File: src/rtl/gmts_pkg.sv
// Package with the shared types, widths and constants of the travel sequencer.
`default_nettype none

package gmts_pkg;

    // Fraction bits of the eased angle; the smoothing rate is always Q16.
    localparam int FRAC_BITS   = 16;
    localparam int RATE_BITS   = 16;
    localparam int COUNT_W     = 13;
    localparam int ANGLE_W     = FRAC_BITS + COUNT_W;
    localparam int BIAS_W      = 14;
    localparam int OFFSET_W    = 13;
    localparam int WAIT_W      = 11;
    localparam int CFG_DATA_W  = 16;
    localparam int CFG_INDEX_W = 2;

    // Limits on the travel target and the dwell length.
    localparam logic [COUNT_W-1:0] TRAVEL_MIN   = COUNT_W'(32);
    localparam logic [COUNT_W-1:0] TRAVEL_MAX   = COUNT_W'(4096);
    localparam logic [WAIT_W-1:0]  WAIT_MAX     = WAIT_W'(2046);
    localparam logic [COUNT_W-1:0] END_LIMIT    = COUNT_W'(15);
    localparam logic [COUNT_W-1:0] NEAR_MARGIN  = COUNT_W'(16);

    // Register reset values.
    localparam logic [OFFSET_W-1:0]  OFFSET_RESET = '0;
    localparam logic [RATE_BITS-1:0] RATE_RESET   = RATE_BITS'(655);
    localparam logic [WAIT_W-1:0]    WAIT_RESET   = WAIT_W'(1000);
    localparam logic [COUNT_W-1:0]   TRAVEL_RESET = COUNT_W'(4096);

    typedef enum logic [CFG_INDEX_W-1:0] {
        CFG_ANGLE_OFFSET   = 2'd0,
        CFG_SMOOTHING_RATE = 2'd1,
        CFG_WAIT_TICKS     = 2'd2,
        CFG_TRAVEL_ANGLE   = 2'd3
    } t_cfg_index;

    typedef enum logic [1:0] {
        PH_OFF   = 2'd0,
        PH_START = 2'd1,
        PH_WAIT  = 2'd2,
        PH_END   = 2'd3
    } t_phase;

    // Configuration as the datapath sees it, limits already applied.
    typedef struct packed {
        logic [OFFSET_W-1:0]  angle_offset;
        logic [RATE_BITS-1:0] smoothing_rate;
        logic [WAIT_W-1:0]    wait_limit;
        logic [COUNT_W-1:0]   travel;
    } t_cfg;

    typedef struct packed {
        logic [BIAS_W-1:0] motor_bias;
        t_phase            phase;
        logic              locked;
    } t_result;

endpackage

`default_nettype wire

File: src/rtl/gmts_step.sv
// Sequencer state and the per-tick update: filter step, dwell count and phase.
`default_nettype none

module gmts_step import gmts_pkg::*; (
    input  wire logic i_clk,
    input  wire logic i_rst_n,
    input  wire logic i_advance,
    input  wire logic i_sensor_a,
    input  wire logic i_sensor_b,
    input  t_cfg      i_cfg,
    output t_result   o_result
);

    localparam int DIFF_W = ANGLE_W + 1;
    localparam int PROD_W = DIFF_W + RATE_BITS + 1;
    localparam logic [ANGLE_W-1:0] MAX_ANGLE = {TRAVEL_MAX, {FRAC_BITS{1'b0}}};

    logic [ANGLE_W-1:0] r_eased, n_eased;
    t_phase             r_phase, n_phase;
    logic               r_lock, n_lock;
    logic [WAIT_W-1:0]  r_dwell, n_dwell;

    logic                      both_off;
    logic                      both_on;
    logic [ANGLE_W-1:0]        target;
    logic [ANGLE_W-1:0]        angle0;
    logic [ANGLE_W-1:0]        ease_goal;
    logic signed [DIFF_W-1:0]  diff;
    logic signed [PROD_W-1:0]  prod;
    logic signed [PROD_W-1:0]  step_sh;
    logic [ANGLE_W-1:0]        eased_next;
    logic [WAIT_W-1:0]         dwell0;
    logic [WAIT_W-1:0]         dwell_inc;
    logic [BIAS_W-1:0]         bias;

    assign both_off = !i_sensor_a && !i_sensor_b;
    assign both_on  = i_sensor_a && i_sensor_b;
    assign target   = {i_cfg.travel, {FRAC_BITS{1'b0}}};

    // Leaving both barriers clears the angle before the phase work.
    assign angle0 = both_off ? '0 : r_eased;

    // Filter step written as a + ((goal - a) * r >>> 16), one multiplier.
    assign ease_goal  = (r_phase == PH_END) ? '0 : target;
    assign diff       = $signed({1'b0, ease_goal}) - $signed({1'b0, angle0});
    assign prod       = PROD_W'(diff) * $signed({1'b0, i_cfg.smoothing_rate});
    assign step_sh    = prod >>> RATE_BITS;
    assign eased_next = angle0 + step_sh[ANGLE_W-1:0];

    // Dwell counter preset on leaving in mid-cycle.
    always_comb begin
        dwell0 = r_dwell;
        if (both_off && (r_phase == PH_START || r_phase == PH_WAIT)) begin
            dwell0 = i_cfg.wait_limit;
        end
    end
    assign dwell_inc = dwell0 + WAIT_W'(1);

    // Next state of angle, counter and phase for one tick.
    always_comb begin
        n_eased = angle0;
        n_dwell = dwell0;
        n_phase = r_phase;
        n_lock  = both_off ? 1'b0 : r_lock;
        case (r_phase)
            PH_END: begin
                n_eased = eased_next;
                if (eased_next < {END_LIMIT, {FRAC_BITS{1'b0}}}) begin
                    n_phase = PH_OFF;
                end
            end
            PH_WAIT: begin
                n_eased = target;
                n_dwell = dwell_inc;
                if (dwell_inc > i_cfg.wait_limit) begin
                    n_dwell = '0;
                    n_phase = PH_END;
                end
            end
            PH_START: begin
                n_eased = eased_next;
                if (eased_next > {i_cfg.travel - NEAR_MARGIN, {FRAC_BITS{1'b0}}}) begin
                    n_phase = PH_WAIT;
                end
            end
            default: begin
            end
        endcase
        if (both_on && n_phase == PH_OFF && !n_lock) begin
            n_phase = PH_START;
            n_lock  = 1'b1;
        end
    end

    // Result of this tick, taken from the updated state.
    assign bias = BIAS_W'(i_cfg.angle_offset) + BIAS_W'(n_eased[ANGLE_W-1:FRAC_BITS]);

    always_comb begin
        o_result.motor_bias = bias;
        o_result.phase      = n_phase;
        o_result.locked     = n_lock;
    end

    // State registers advance once per sensor beat.
    always_ff @(posedge i_clk) begin
        if (!i_rst_n) begin
            r_eased <= '0;
            r_phase <= PH_OFF;
            r_lock  <= 1'b0;
            r_dwell <= '0;
        end else if (i_advance) begin
            r_eased <= n_eased;
            r_phase <= n_phase;
            r_lock  <= n_lock;
            r_dwell <= n_dwell;
        end
    end

    // The angle never passes the largest travel target.
    a_angle_bounded: assert property (@(posedge i_clk) disable iff (!i_rst_n)
        r_eased <= MAX_ANGLE)
        else $error("eased angle beyond travel range");

    // Both barriers on while idle and unlocked starts a locked cycle.
    a_start_locks: assert property (@(posedge i_clk) disable iff (!i_rst_n)
        (i_advance && both_on && r_phase == PH_OFF && !r_lock)
        |=> (r_phase == PH_START && r_lock))
        else $error("cycle did not start");

    // Both barriers off while idle clears the angle and unlocks.
    a_leave_clears: assert property (@(posedge i_clk) disable iff (!i_rst_n)
        (i_advance && both_off && r_phase == PH_OFF) |=> (r_eased == '0 && !r_lock))
        else $error("leaving did not clear state");

endmodule

`default_nettype wire

File: config.mk
export PLATFORM = sky130hd
export DESIGN_NAME = gmts_step
export DESIGN_NICKNAME = d
export VERILOG_FILES = /design/src/rtl/gmts_pkg.sv /design/src/rtl/gmts_step.sv
export SDC_FILE = /design/constraint.sdc
export NUM_CORES = 2
export LEC_CHECK = 0
export ABC_AREA = 1
export BUFFER_PORTS_ARGS = -buffer_cell sky130_fd_sc_hd__buf_2
export CORE_UTILIZATION = 60
export CTS_CLUSTER_DIAMETER = 40
export DETAILED_ROUTE_END_ITERATION = 8
export HOLD_SLACK_MARGIN = 0.12
export PLACE_DENSITY = 0.83
export SLEW_MARGIN = 20
export SYNTH_ARGS = -nofsm -noshare
export SYNTH_HDL_FRONTEND = slang
export SYNTH_SLANG_ARGS = --single-unit
File: constraint.sdc
create_clock -name i_clk -period 19.1 [get_ports i_clk]
set_input_delay 1.91 -clock i_clk [delete_from_list [all_inputs] [get_ports i_clk]]
set_output_delay 1.91 -clock i_clk [all_outputs]
set_load 0.005 [all_outputs]
==> results.toml <==
[clocking]
postCtsSetupRepairBufs = 0
clk_pin_slew_ns = 0.07
ctsResizeCount = 0
cts_tree = "done"
clock-sinks = 43
hold_buffers = 0
clk_path_buf_depth = 2
cts_root_buffer = "clkbuf_16"
numCtsBuffers = 5
clock_latency_ns = 0.31
h-tree-depth = 2

[timing]
rsz0062_at_grt = "no"
setup_viol = 0
timing.final.crit_share_pct = 90.4
worstMarginPinSlew_ns = 1.17
drv_slew = 0
fmax_mhz = 57.9
max_slew_margin_pct = 21.7
hold_slack_ns = 0.470
hold_viol = 0
fin_crit_ns = 17.26
fin_skew_ns = 0.00861
fin_tns_setup_ns = 0

[detailed_routing]
drt_iter0_drc = 1796
wl_um = 66000
drc_errors = 0
drt-pass1-iter-count = 6
drt-vias-per-instance = 5.56
vias = 20800
wire_per_inst_um = 17.6
drtAntennaViolNets = 0

[critical_path]
crit_fanout = 25
slowest_stage = "xor2_1"
path_class = "input pin to primary output"
critPathRequiredTime_ns = 17.19
crit_top_cell = "nand2_1"
end_kind = "primary output"
cpPeakStageDelay_ns = 0.85
arrival_ns = 15.35
cp-start-kind = "input pin"

[floorplan]
die_w_um = 199
core_um2 = 37900
fp.dieH_um = 199
num_rows = 71
die-area_um2 = 39500
pin_count = 75
start_util_pct = 61.3

[logic_synthesis]
synth_fp_nets = 3935
synth_area_leaders = "fa_1 39%, inv_1 13%, nand2_1 11%, ha_1 10%, nor2_1 5.5%"
ys_types = 56
synth_edf_count = 0
ys_seq_area_share_pct = 3.70
synthXorXnorAreaFrac_pct = 3.20
syn_avg_cell_area_um2 = 7.18
async_reset_ff_share_pct = 0
synth-warning-count = 0
syn_area_um2 = 23200
synth_fa_ha_area_share_pct = 49.0
synthMuxAreaShare_pct = 0
synth_seq_cells = 43
synthFlopType = "dfxtp_1"
synth_top_area_cell = "fa_1"
synth_top_family_by_area = "adder cells"
synth_top_area_share_pct = 38.7
synth_compound_area_share_pct = 7.48
syn_inst = 3236
post_synth_and_or_nand_nor_area_fraction_pct = 21.5

[run_status]
status = "complete, no violations"

[grt]
grt.overflow.total = 0
grt_max_degree = 69
track_usage_pct = 34.9
grt_first_pass_wirelength_um = 106000
grt_pass1_vias = 21000
antenna_found_initial = 0

[cells_and_area]
drive_gt1_share_pct = 4.88
multi_input_area_um2 = 18900
diodes = 0
finish.utilization_pct = 63.6
fillers = 3400
areaGrowthSynthToFinish_pct = 3.72
nets = 3936
seq_area_um2 = 861

[placed_design]
port_buffers = 74
hpwl_um = 53400
gp_congestion = 0.986

[min_path]
hold_class = "flip-flop to flip-flop"

[flow_run]
drv_cap = 0
-- stage by stage --
step                cells  setup slack [ns]  instance area, um2
detailed placement   3741              2.15               24000
floorplan            3236              4.72               23200
global placement     3741              2.73               24000
CTS                  3749              2.11               24100
global route         3749             0.572               24100
finish               3749              1.84               24100
-- routing by layer --
metal	vias to the layer above	global-route usage, %	part of all wire (%)
li1	9546	-	-
met1	10000	43.7	38
met2	993	57.3	46
met3	296	7.58	10
met4	0	16.8	5.7
met5	-	0	0
-- layout make-up --
cell class,count,area share (%)
Sequential cell,43,3.57
Tap cell,511,2.65
Inverter,845,13.2
Clock inverter,3,0.104
Multi-Input combinational cell,2261,78.2
Timing Repair Buffer,81,1.75
Clock buffer,5,0.519
-- path summary, 6_finish.rpt --
kind              start          end  slack [ns]  cells past startpoint
max          i_sensor_b  o_result[0]        1.84                     72
min          r_dwell[0]   r_dwell[0]        0.47                      2
max reg2reg  r_eased[0]       r_lock        6.07                     72
min reg2reg  r_dwell[0]   r_dwell[0]        0.47                      2
-- cell usage in the layout (no fill, tap or decap), types with 16 or more instances in the layout --
master   instances
nand3_1         94
a31oi_1         30
buf_2           74
a21oi_1        129
dfxtp_1         43
inv_1          825
xor2_1          56
o21ai_0         91
nand2_1        694
nand2_2         16
xnor2_1         22
ha_1           192
nor2_1         342
or2_2           22
fa_1           449
nand4_1         16
-- cells in the mapped netlist, types with 2 or more instances --
cell,instances
a31oi_1,30
o22ai_1,2
a21boi_0,3
clkbuf_1,78
and2_1,2
nor2_2,11
o21ai_0,91
fa_1,449
nand2_2,16
nand3b_1,5
dfxtp_1,43
buf_6,2
o21ai_1,4
inv_2,6
clkinv_1,12
nand3_1,94
o21ai_2,3
a21oi_2,3
o21bai_1,10
a21o_1,8
o31ai_1,2
xor2_1,56
ha_1,192
nor2_4,2
a21boi_1,2
o21a_1,3
nand2b_1,3
a21oi_1,129
o211ai_1,2
buf_2,2
xnor2_1,22
nor3_1,13
buf_1,4
nand4_1,16
nor4_1,2
or2_1,2
nor2_1,342
a22oi_1,13
inv_1,826
nand2_1,694
or2_2,22
-- critical path, delay by kind of cell --
kind | cells | cell delay [ns]
XOR/XNOR | 2 | 0.93
AO/OA/AOI/OAI | 6 | 1.51
AND/OR/NAND/NOR | 42 | 5.31
buffers and inverters | 12 | 1.48
adder cells (fa/ha/maj) | 10 | 4.19
-- flip-flops by register name, summed over array words and instances, names as in the netlist --
name	cells
r_eased	29
r_dwell	11
r_lock	1
r_phase	2
-- cell families after synthesis --
| kind of cell | count (synthesis) |
|---|---|
| xor+xnor | 81 |
| simple gates | 1229 |
| buf+inv | 932 |
| fa+ha+maj | 641 |
| compound gates | 310 |
| flops | 43 |
Power is left out: the tool's default activity adds up to more than one toggle a clock period on the data nets, which glitch-free logic cannot reach.
