<file path="config.mk">
export PLATFORM = sky130hd
export DESIGN_NAME = gmts_cfg_regs
export DESIGN_NICKNAME = d
export VERILOG_FILES = /design/src/rtl/gmts_pkg.sv /design/src/rtl/gmts_cfg_regs.sv
export SDC_FILE = /design/constraint.sdc
export NUM_CORES = 1
export LEC_CHECK = 0
export ABC_CLOCK_PERIOD_IN_PS = 1200
export BUFFER_PORTS_ARGS = -buffer_cell sky130_fd_sc_hd__buf_2
export CORE_ASPECT_RATIO = 1.4
export CORE_MARGIN = 5
export CORE_UTILIZATION = 49
export CTS_CLUSTER_SIZE = 20
export DETAILED_ROUTE_END_ITERATION = 7
export GPL_ROUTABILITY_DRIVEN = 0
export PLACE_DENSITY = 0.78
export SYNTH_ARGS = -nofsm -noshare
export SYNTH_HDL_FRONTEND = slang
export SYNTH_SLANG_ARGS = --single-unit
</file>
<file path="constraint.sdc">
create_clock -name i_clk -period 1.2 [get_ports i_clk]
set_input_delay 0.18 -clock i_clk [delete_from_list [all_inputs] [get_ports i_clk]]
set_output_delay 0.18 -clock i_clk [all_outputs]
set_load 0.1 [all_outputs]
</file>
<file path="src/rtl/gmts_pkg.sv">
// Package with the shared types, widths and constants of the travel sequencer.
`default_nettype none

package gmts_pkg;

    // Fraction bits of the eased angle; the smoothing rate is always Q16.
    localparam int FRAC_BITS   = 16;
    localparam int RATE_BITS   = 16;
    localparam int COUNT_W     = 13;
    localparam int ANGLE_W     = FRAC_BITS + COUNT_W;
    localparam int BIAS_W      = 14;
    localparam int OFFSET_W    = 13;
    localparam int WAIT_W      = 11;
    localparam int CFG_DATA_W  = 16;
    localparam int CFG_INDEX_W = 2;

    // Limits on the travel target and the dwell length.
    localparam logic [COUNT_W-1:0] TRAVEL_MIN   = COUNT_W'(32);
    localparam logic [COUNT_W-1:0] TRAVEL_MAX   = COUNT_W'(4096);
    localparam logic [WAIT_W-1:0]  WAIT_MAX     = WAIT_W'(2046);
    localparam logic [COUNT_W-1:0] END_LIMIT    = COUNT_W'(15);
    localparam logic [COUNT_W-1:0] NEAR_MARGIN  = COUNT_W'(16);

    // Register reset values.
    localparam logic [OFFSET_W-1:0]  OFFSET_RESET = '0;
    localparam logic [RATE_BITS-1:0] RATE_RESET   = RATE_BITS'(655);
    localparam logic [WAIT_W-1:0]    WAIT_RESET   = WAIT_W'(1000);
    localparam logic [COUNT_W-1:0]   TRAVEL_RESET = COUNT_W'(4096);

    typedef enum logic [CFG_INDEX_W-1:0] {
        CFG_ANGLE_OFFSET   = 2'd0,
        CFG_SMOOTHING_RATE = 2'd1,
        CFG_WAIT_TICKS     = 2'd2,
        CFG_TRAVEL_ANGLE   = 2'd3
    } t_cfg_index;

    typedef enum logic [1:0] {
        PH_OFF   = 2'd0,
        PH_START = 2'd1,
        PH_WAIT  = 2'd2,
        PH_END   = 2'd3
    } t_phase;

    // Configuration as the datapath sees it, limits already applied.
    typedef struct packed {
        logic [OFFSET_W-1:0]  angle_offset;
        logic [RATE_BITS-1:0] smoothing_rate;
        logic [WAIT_W-1:0]    wait_limit;
        logic [COUNT_W-1:0]   travel;
    } t_cfg;

    typedef struct packed {
        logic [BIAS_W-1:0] motor_bias;
        t_phase            phase;
        logic              locked;
    } t_result;

endpackage

`default_nettype wire

</file>
<file path="src/rtl/gmts_cfg_regs.sv">
// Configuration registers with the range limits applied on their outputs.
`default_nettype none

module gmts_cfg_regs import gmts_pkg::*; (
    input  wire logic                   i_clk,
    input  wire logic                   i_rst_n,
    input  wire logic                   i_cfg_we,
    input  wire logic [CFG_INDEX_W-1:0] i_cfg_index,
    input  wire logic [CFG_DATA_W-1:0]  i_cfg_data,
    output t_cfg                        o_cfg
);

    logic [OFFSET_W-1:0]  r_offset;
    logic [RATE_BITS-1:0] r_rate;
    logic [WAIT_W-1:0]    r_wait;
    logic [COUNT_W-1:0]   r_travel;

    // Register writes, one register per write beat.
    always_ff @(posedge i_clk) begin
        if (!i_rst_n) begin
            r_offset <= OFFSET_RESET;
            r_rate   <= RATE_RESET;
            r_wait   <= WAIT_RESET;
            r_travel <= TRAVEL_RESET;
        end else if (i_cfg_we) begin
            case (t_cfg_index'(i_cfg_index))
                CFG_ANGLE_OFFSET:   r_offset <= i_cfg_data[OFFSET_W-1:0];
                CFG_SMOOTHING_RATE: r_rate   <= i_cfg_data[RATE_BITS-1:0];
                CFG_WAIT_TICKS:     r_wait   <= i_cfg_data[WAIT_W-1:0];
                CFG_TRAVEL_ANGLE:   r_travel <= i_cfg_data[COUNT_W-1:0];
                default: begin
                end
            endcase
        end
    end

    // Clamp the travel target and the dwell length into their working ranges.
    always_comb begin
        o_cfg.angle_offset   = r_offset;
        o_cfg.smoothing_rate = r_rate;
        o_cfg.wait_limit     = (r_wait > WAIT_MAX) ? WAIT_MAX : r_wait;
        if (r_travel < TRAVEL_MIN) begin
            o_cfg.travel = TRAVEL_MIN;
        end else if (r_travel > TRAVEL_MAX) begin
            o_cfg.travel = TRAVEL_MAX;
        end else begin
            o_cfg.travel = r_travel;
        end
    end

endmodule

`default_nettype wire

</file>
==> metrics.cfg, run 1 <==
[clocking]
cts_inserted_buffers=5
cts_max_path_buffers=2
clk_pin_slew_ns=0.10
cts_sinks=53
cts_hold_buf=0
cts_root_buffer=clkbuf_8
clk_latency_ns=0.32
cts_tree=built
h-tree-depth=2

[global_routing]
grt_util_met3_pct=5.72
grt-ovfl-total=0
busiest_layer=met2
grt_first_pass_wirelength_um=11300
antenna_found_initial=0
grt_max_degree=54
grt_pass1_vias=2303
use_met2_pct=48.7
grt_use_total_pct=26.2
grt.met1_usage_pct=26.4

[place]
dpl_worst_slack_ns=-0.181
dpl-instance-area_um2=3610
place_hpwl_um=5100
port_buffers=73

[finish]
final_nets=370
final_common_cell=nand2_1
final_cell_mix=nand2_1 (97), buf_12 (56), dfxtp_2 (33)
syn2layout_area_growth_pct=75.0
diodes=0
fill_cells=207
layout-drive-gt1-share_pct=49.1
design_area_um2=3800

[drt]
drc=0
via_per_inst=5.27
routed_wirelength_um=7220
ant_nets=0
vias=2162
drtPass1Iterations=4
drtIter0Drc=67
wl_per_cell_um=17.6

[sta]
hold_violations=0
finClkSkew_ns=0
tightest_slew_ns=0.417
min_period_over_period_pct=142
drv_slew=0
min_period_ns=1.70
setup_ws_ns=-0.505
setup_viol=13
fmax_mhz=587
slew_headroom_pct=72.1
rsz0062_at_grt=yes

[worst_setup_path]
cp-startpoint=r_travel[8]
critPathLaunchType=flip-flop
max_stage_delay_ns=0.36
r2r-start=r_travel[12]
critPathMaxFanout=2
worstSetupPathType=reg2out
crit_arrival_ns=1.52
crit_chain=nor4_4, buf_4, a21oi_4, nor2_4, buf_12
crit_end=o_cfg[5]
worstRegToRegCells=4
timing.rr.end=r_travel[12]
cp_slowest_cell=nor4_4
crit_cells=5
cp_top_family=simple AND/OR/NAND/NOR gates
r2r_slack_ns=0.31
required_ns=1.02
endpoint_kind=output port
critPathBufInv=2

[synth]
synthTopCellsByArea=dfxtp_1 (49%), nand2_1 (17%), a21boi_1 (11%), nand3_1 (3.2%), a21boi_0 (3.1%)
yosysTopAreaCell=dfxtp_1
synth.yosys.seq_area_share_pct=48.9
ys_types=25
syn_area_per_cell_um2=8.13
synth_cells=267
synth_top_area_share_pct=48.9
synth_fp_nets=288
synth-seq-cells=53
syn_area_um2=2170
ys_warn_count=0

[floorplan]
fp.dieArea_um2=5880
fp-row-count=28
ioPinCount=74
core_um2=4270
initial_core_util_pct=50.8
dieWidth_um=66.3
die_h_um=88.8

[pwr]
peakVddDrop_v=0.00122
power.density_nw_per_um2=1060
p_total_mw=4.04
leakage_nw=1.55

[run_status]
status=complete, but fails checks
violations=setup timing

[worst_hold_path]
worstHoldPathType=in2reg

[flow_run]
max_cap_violations=0

## layer usage
| metal | vias to the layer above | part of all wire [%] | wire (um) |
|---|---|---|---|
| met4 | 0 | 4.8 | 346 |
| met3 | 24 | 4.2 | 305 |
| met2 | 74 | 55 | 3950 |
| met1 | 1047 | 36 | 2620 |
| li1 | 1017 | - | - |
| met5 | - | 0 | 0 |
## worst min-delay path by stage
| stage | from | endpoint | cells past startpoint |
|---|---|---|---|
| 2_1_floorplan | i_cfg_data[0] | r_rate[0] | 2 |
| 3_3_place_gp | i_cfg_data[13] | r_rate[13] | 3 |
| 3_5_place_dp | i_cfg_data[14] | r_rate[14] | 3 |
| 4_1_cts | i_cfg_data[14] | r_rate[14] | 3 |
| 5_1_grt | i_cfg_data[14] | r_rate[14] | 3 |
| 6_report | i_cfg_data[14] | r_rate[14] | 3 |
## synth_stat cells
| master | n |
|---|---|
| a21boi_0 | 9 |
| a21boi_1 | 31 |
| a21oi_1 | 1 |
| a31oi_1 | 1 |
| and2_1 | 5 |
| and3_1 | 1 |
| and3b_1 | 2 |
| buf_2 | 3 |
| buf_4 | 3 |
| buf_6 | 2 |
| clkbuf_1 | 18 |
| dfxtp_1 | 53 |
| inv_1 | 1 |
| nand2_1 | 97 |
| nand2_2 | 10 |
| nand3_1 | 14 |
| nand3b_1 | 1 |
| nand3b_2 | 1 |
| nand4_1 | 2 |
| nor2_1 | 2 |
| nor2b_1 | 6 |
| nor3b_2 | 1 |
| nor4_1 | 1 |
| o31a_1 | 1 |
| or3b_4 | 1 |
## power by group
group / switching (mW) / internal [mW]
Clock: 0.606 / 0.476
Sequential: 0.0675 / 1.83
Combinational: 0.666 / 0.396
## metrics by stage
stage	instances	hold WS [ns]	TNS, ns	util, %
global route	410	0.0830	-4.74	88.9
global placement	400	0.411	-0.660	84.4
floorplan	267	0.304	-0.449	-
finish	410	0.0785	-4.03	88.9
CTS	410	0.0753	-4.00	88.6
detailed placement	400	0.420	-1.05	84.4
## cell type report
cell class	count	area (um2)	area share (%)
clock inverters	2	16.3	0.428
flip-flops and latches	53	1110	29.1
repair buffers	101	1430	37.6
clock buffers	6	82.6	2.17
inverters	1	3.75	0.0988
well taps	60	75.1	1.98
multi-input cells	187	1090	28.6
## worst register-to-register path, stage by stage, from the launching register on
cell and delay, ns:
dfxtp_4 0.38, buf_16 0.14, buf_4 0.13, nand2_1 0.05
nand3_1 0.07
## timing repair
item                                    CTS  global route
gates cloned                              1             0
buffers inserted                          1             0
gates resized for setup                  16             5
endpoints found under the setup margin   14            15
pin swaps                                 5             4
## logic make-up (layout without fill, tap and decap cells)
logic type	Yosys count	in the layout	synth area share, %
compound gates	43	43	14.8
flops	53	53	48.9
buf+inv	27	110	6.05
simple gates	144	144	30.3
## registers in the layout, summed over array words and instances (netlist names)
name,flops
r_rate,16
r_offset,13
r_travel,13
r_wait,11
Note: power is estimated with default switching activity, not from simulation.
==> run 2, diff against run 1 <==
HOLD_SLACK_MARGIN = 0.15   (was unset)
==> metrics.cfg, run 2 (synthesis gave the netlist of run 1 again) <==
[clocking]
cts_sinks=53  ; unchanged
clk_latency_ns=0.32  ; about the same
clk_pin_slew_ns=0.09  ; about the same
cts_root_buffer=clkbuf_8
cts_inserted_buffers=5  ; unchanged
cts_tree=built
cts_max_path_buffers=2  ; unchanged
h-tree-depth=2  ; unchanged

[run_status]
violations=setup timing
status=complete, but fails checks

[pwr]
peakVddDrop_v=0.00127  ; +4.2%
p_sw_share_pct=33.3  ; +0.21 points
pwr-share-comb_pct=27.0  ; +0.7 points
leakage_nw=1.60  ; +3.4%
p_int_mw=2.73  ; +1.0%
switchingPower_mw=1.37  ; +1.9%
power.density_nw_per_um2=1040  ; -1.9%
power_frac_seq_pct=46.4  ; -0.6 points
p_total_mw=4.10  ; +1.3%
power.share.clock_pct=26.6  ; about the same

[global_routing]
grt-ovfl-total=0  ; unchanged
antenna_found_initial=0  ; unchanged
grt_pass1_vias=2471  ; +7.3%
grt_first_pass_wirelength_um=12500  ; +10%
grt_use_total_pct=28.8  ; +2.7 points
grt_max_degree=54  ; unchanged

[worst_hold_path]
worstHoldPathType=in2reg

[place]
dpl_worst_slack_ns=-0.181  ; unchanged
port_buffers=73  ; unchanged
place_hpwl_um=5100  ; unchanged

[floorplan]
dieWidth_um=66.3  ; unchanged
core_um2=4270  ; unchanged
die_h_um=88.8  ; unchanged
fp.dieArea_um2=5880  ; unchanged
fp-row-count=28  ; unchanged
ioPinCount=74  ; unchanged
initial_core_util_pct=50.8  ; unchanged

[drt]
drc=0  ; unchanged
drtPass1Iterations=4  ; unchanged
routed_wirelength_um=8050  ; +12%
ant_nets=0  ; unchanged
drtIter0Drc=102  ; +52%
vias=2260  ; +4.5%
via_per_inst=5.34  ; +1.3%
wl_per_cell_um=19.0  ; +8.1%

[finish]
syn2layout_area_growth_pct=80.7
fill_cells=173  ; -16%
fin_util_pct=91.8  ; +2.9 points
diodes=0  ; unchanged
top_register=r_rate
final_common_cell=nand2_1
final_cell_mix=nand2_1 (97), buf_12 (56), a21boi_1 (31)
reg_top3=r_rate x16, r_offset x13, r_travel x13
layout-drive-gt1-share_pct=46.8  ; -2.3 points
final_nets=383  ; +3.5%
largest_reg_flops=16  ; unchanged

[sta]
drv_slew=0  ; unchanged
tightest_slew_ns=0.452  ; +0.0349 ns
finClkSkew_ns=0  ; unchanged
fmax_mhz=580  ; -1.1%
slew_headroom_pct=69.8  ; -2.3 points
min_period_over_period_pct=144  ; +1.5 points
rsz0062_at_grt=yes
hold_violations=0  ; unchanged
min_period_ns=1.72  ; +0.0185 ns
setup_ws_ns=-0.523  ; -0.0185 ns
setup_viol=14  ; +1

[worst_setup_path]
worstRegToRegCells=4  ; unchanged
crit_arrival_ns=1.54  ; +0.02 ns
required_ns=1.02  ; about the same
critPathLaunchType=flip-flop
crit_end=o_cfg[5]
r2r_slack_ns=0.31  ; about the same
max_stage_delay_ns=0.37  ; about the same
cp_slowest_cell=nor4_4
crit_chain=nor4_4, buf_4, a21oi_4, nor2_4, buf_12
cp-startpoint=r_travel[8]
timing.rr.end=r_travel[12]
worstSetupPathType=reg2out
critPathMaxFanout=2  ; unchanged
endpoint_kind=output port
r2r-start=r_travel[12]

[flow_run]
max_cap_violations=0  ; unchanged

run 2: cell count changes in the layout (fill, tap and decap cells not counted), sizes merged:
cell	change
buf	+1
dlygate4sd3	+12
run 2: timing repair:
action / in CTS / in global routing
buffers inserted: 1 / 1
hold buffers: 12 / 0
gates resized for setup: 16 / 2
cloned: 1 / 0
pin swaps: 5 / 2
setup endpoints to repair: 14 / 14
hold endpoints to repair: 17 / 0
run 2: area by class of cell:
cell class                 count  area (um2)  area share [%]
multi-input combinational    187        1090            27.7
clock inverter                 2        16.3           0.415
clock buffer                   6        82.6            2.11
timing repair buffer         114        1560            39.7
tap                           60        75.1            1.91
inverter                       1        3.75          0.0957
sequential                    53        1100            28.1
run 2: worst max-delay path, delay by kind of cell (launching register included):
family / cells / cell delay, ns
simple gates: 2 / 0.47
buf+inv: 2 / 0.37
flops: 1 / 0.34
compound gates: 1 / 0.05
run 2: power groups by stage:
stage          registers [mW]  logic, mW  clock network (mW)
6_report                 1.90       1.10                1.09
5_1_grt                  1.91       1.14                1.17
4_1_cts                  1.90       1.09                1.09
3_5_place_dp             1.93       1.03                   0
3_3_place_gp             1.93       1.00                   0
2_1_floorplan            2.17      0.374                   0
run 2: worst min-delay path by stage:
stage,end,start,cells after the start,slack [ns]
global route,r_offset[3],i_cfg_data[3],3,0.16
floorplan,r_rate[0],i_cfg_data[0],2,0.30
detailed placement,r_rate[14],i_cfg_data[14],3,0.42
global placement,r_rate[13],i_cfg_data[13],3,0.41
finish,r_offset[3],i_cfg_data[3],3,0.16
CTS,r_offset[3],i_cfg_data[3],3,0.15
run 2: layer usage:
layer	up-vias	global-route usage, %	part of all wire [%]
li1	1043	-	-
met1	1073	28.6	34
met2	107	53.4	55
met3	37	6.10	5.6
met4	0	18.1	4.9
met5	-	0	0
run 2: per-stage QoR:
step,instance area [um2],hold WS [ns],cells,TNS [ns]
2_1_floorplan,2320,0.304,267,-0.449
5_1_grt,3920,0.157,423,-4.72
3_3_place_gp,3610,0.411,400,-0.660
6_report,3920,0.162,423,-4.19
4_1_cts,3910,0.154,422,-4.00
3_5_place_dp,3610,0.420,400,-1.05
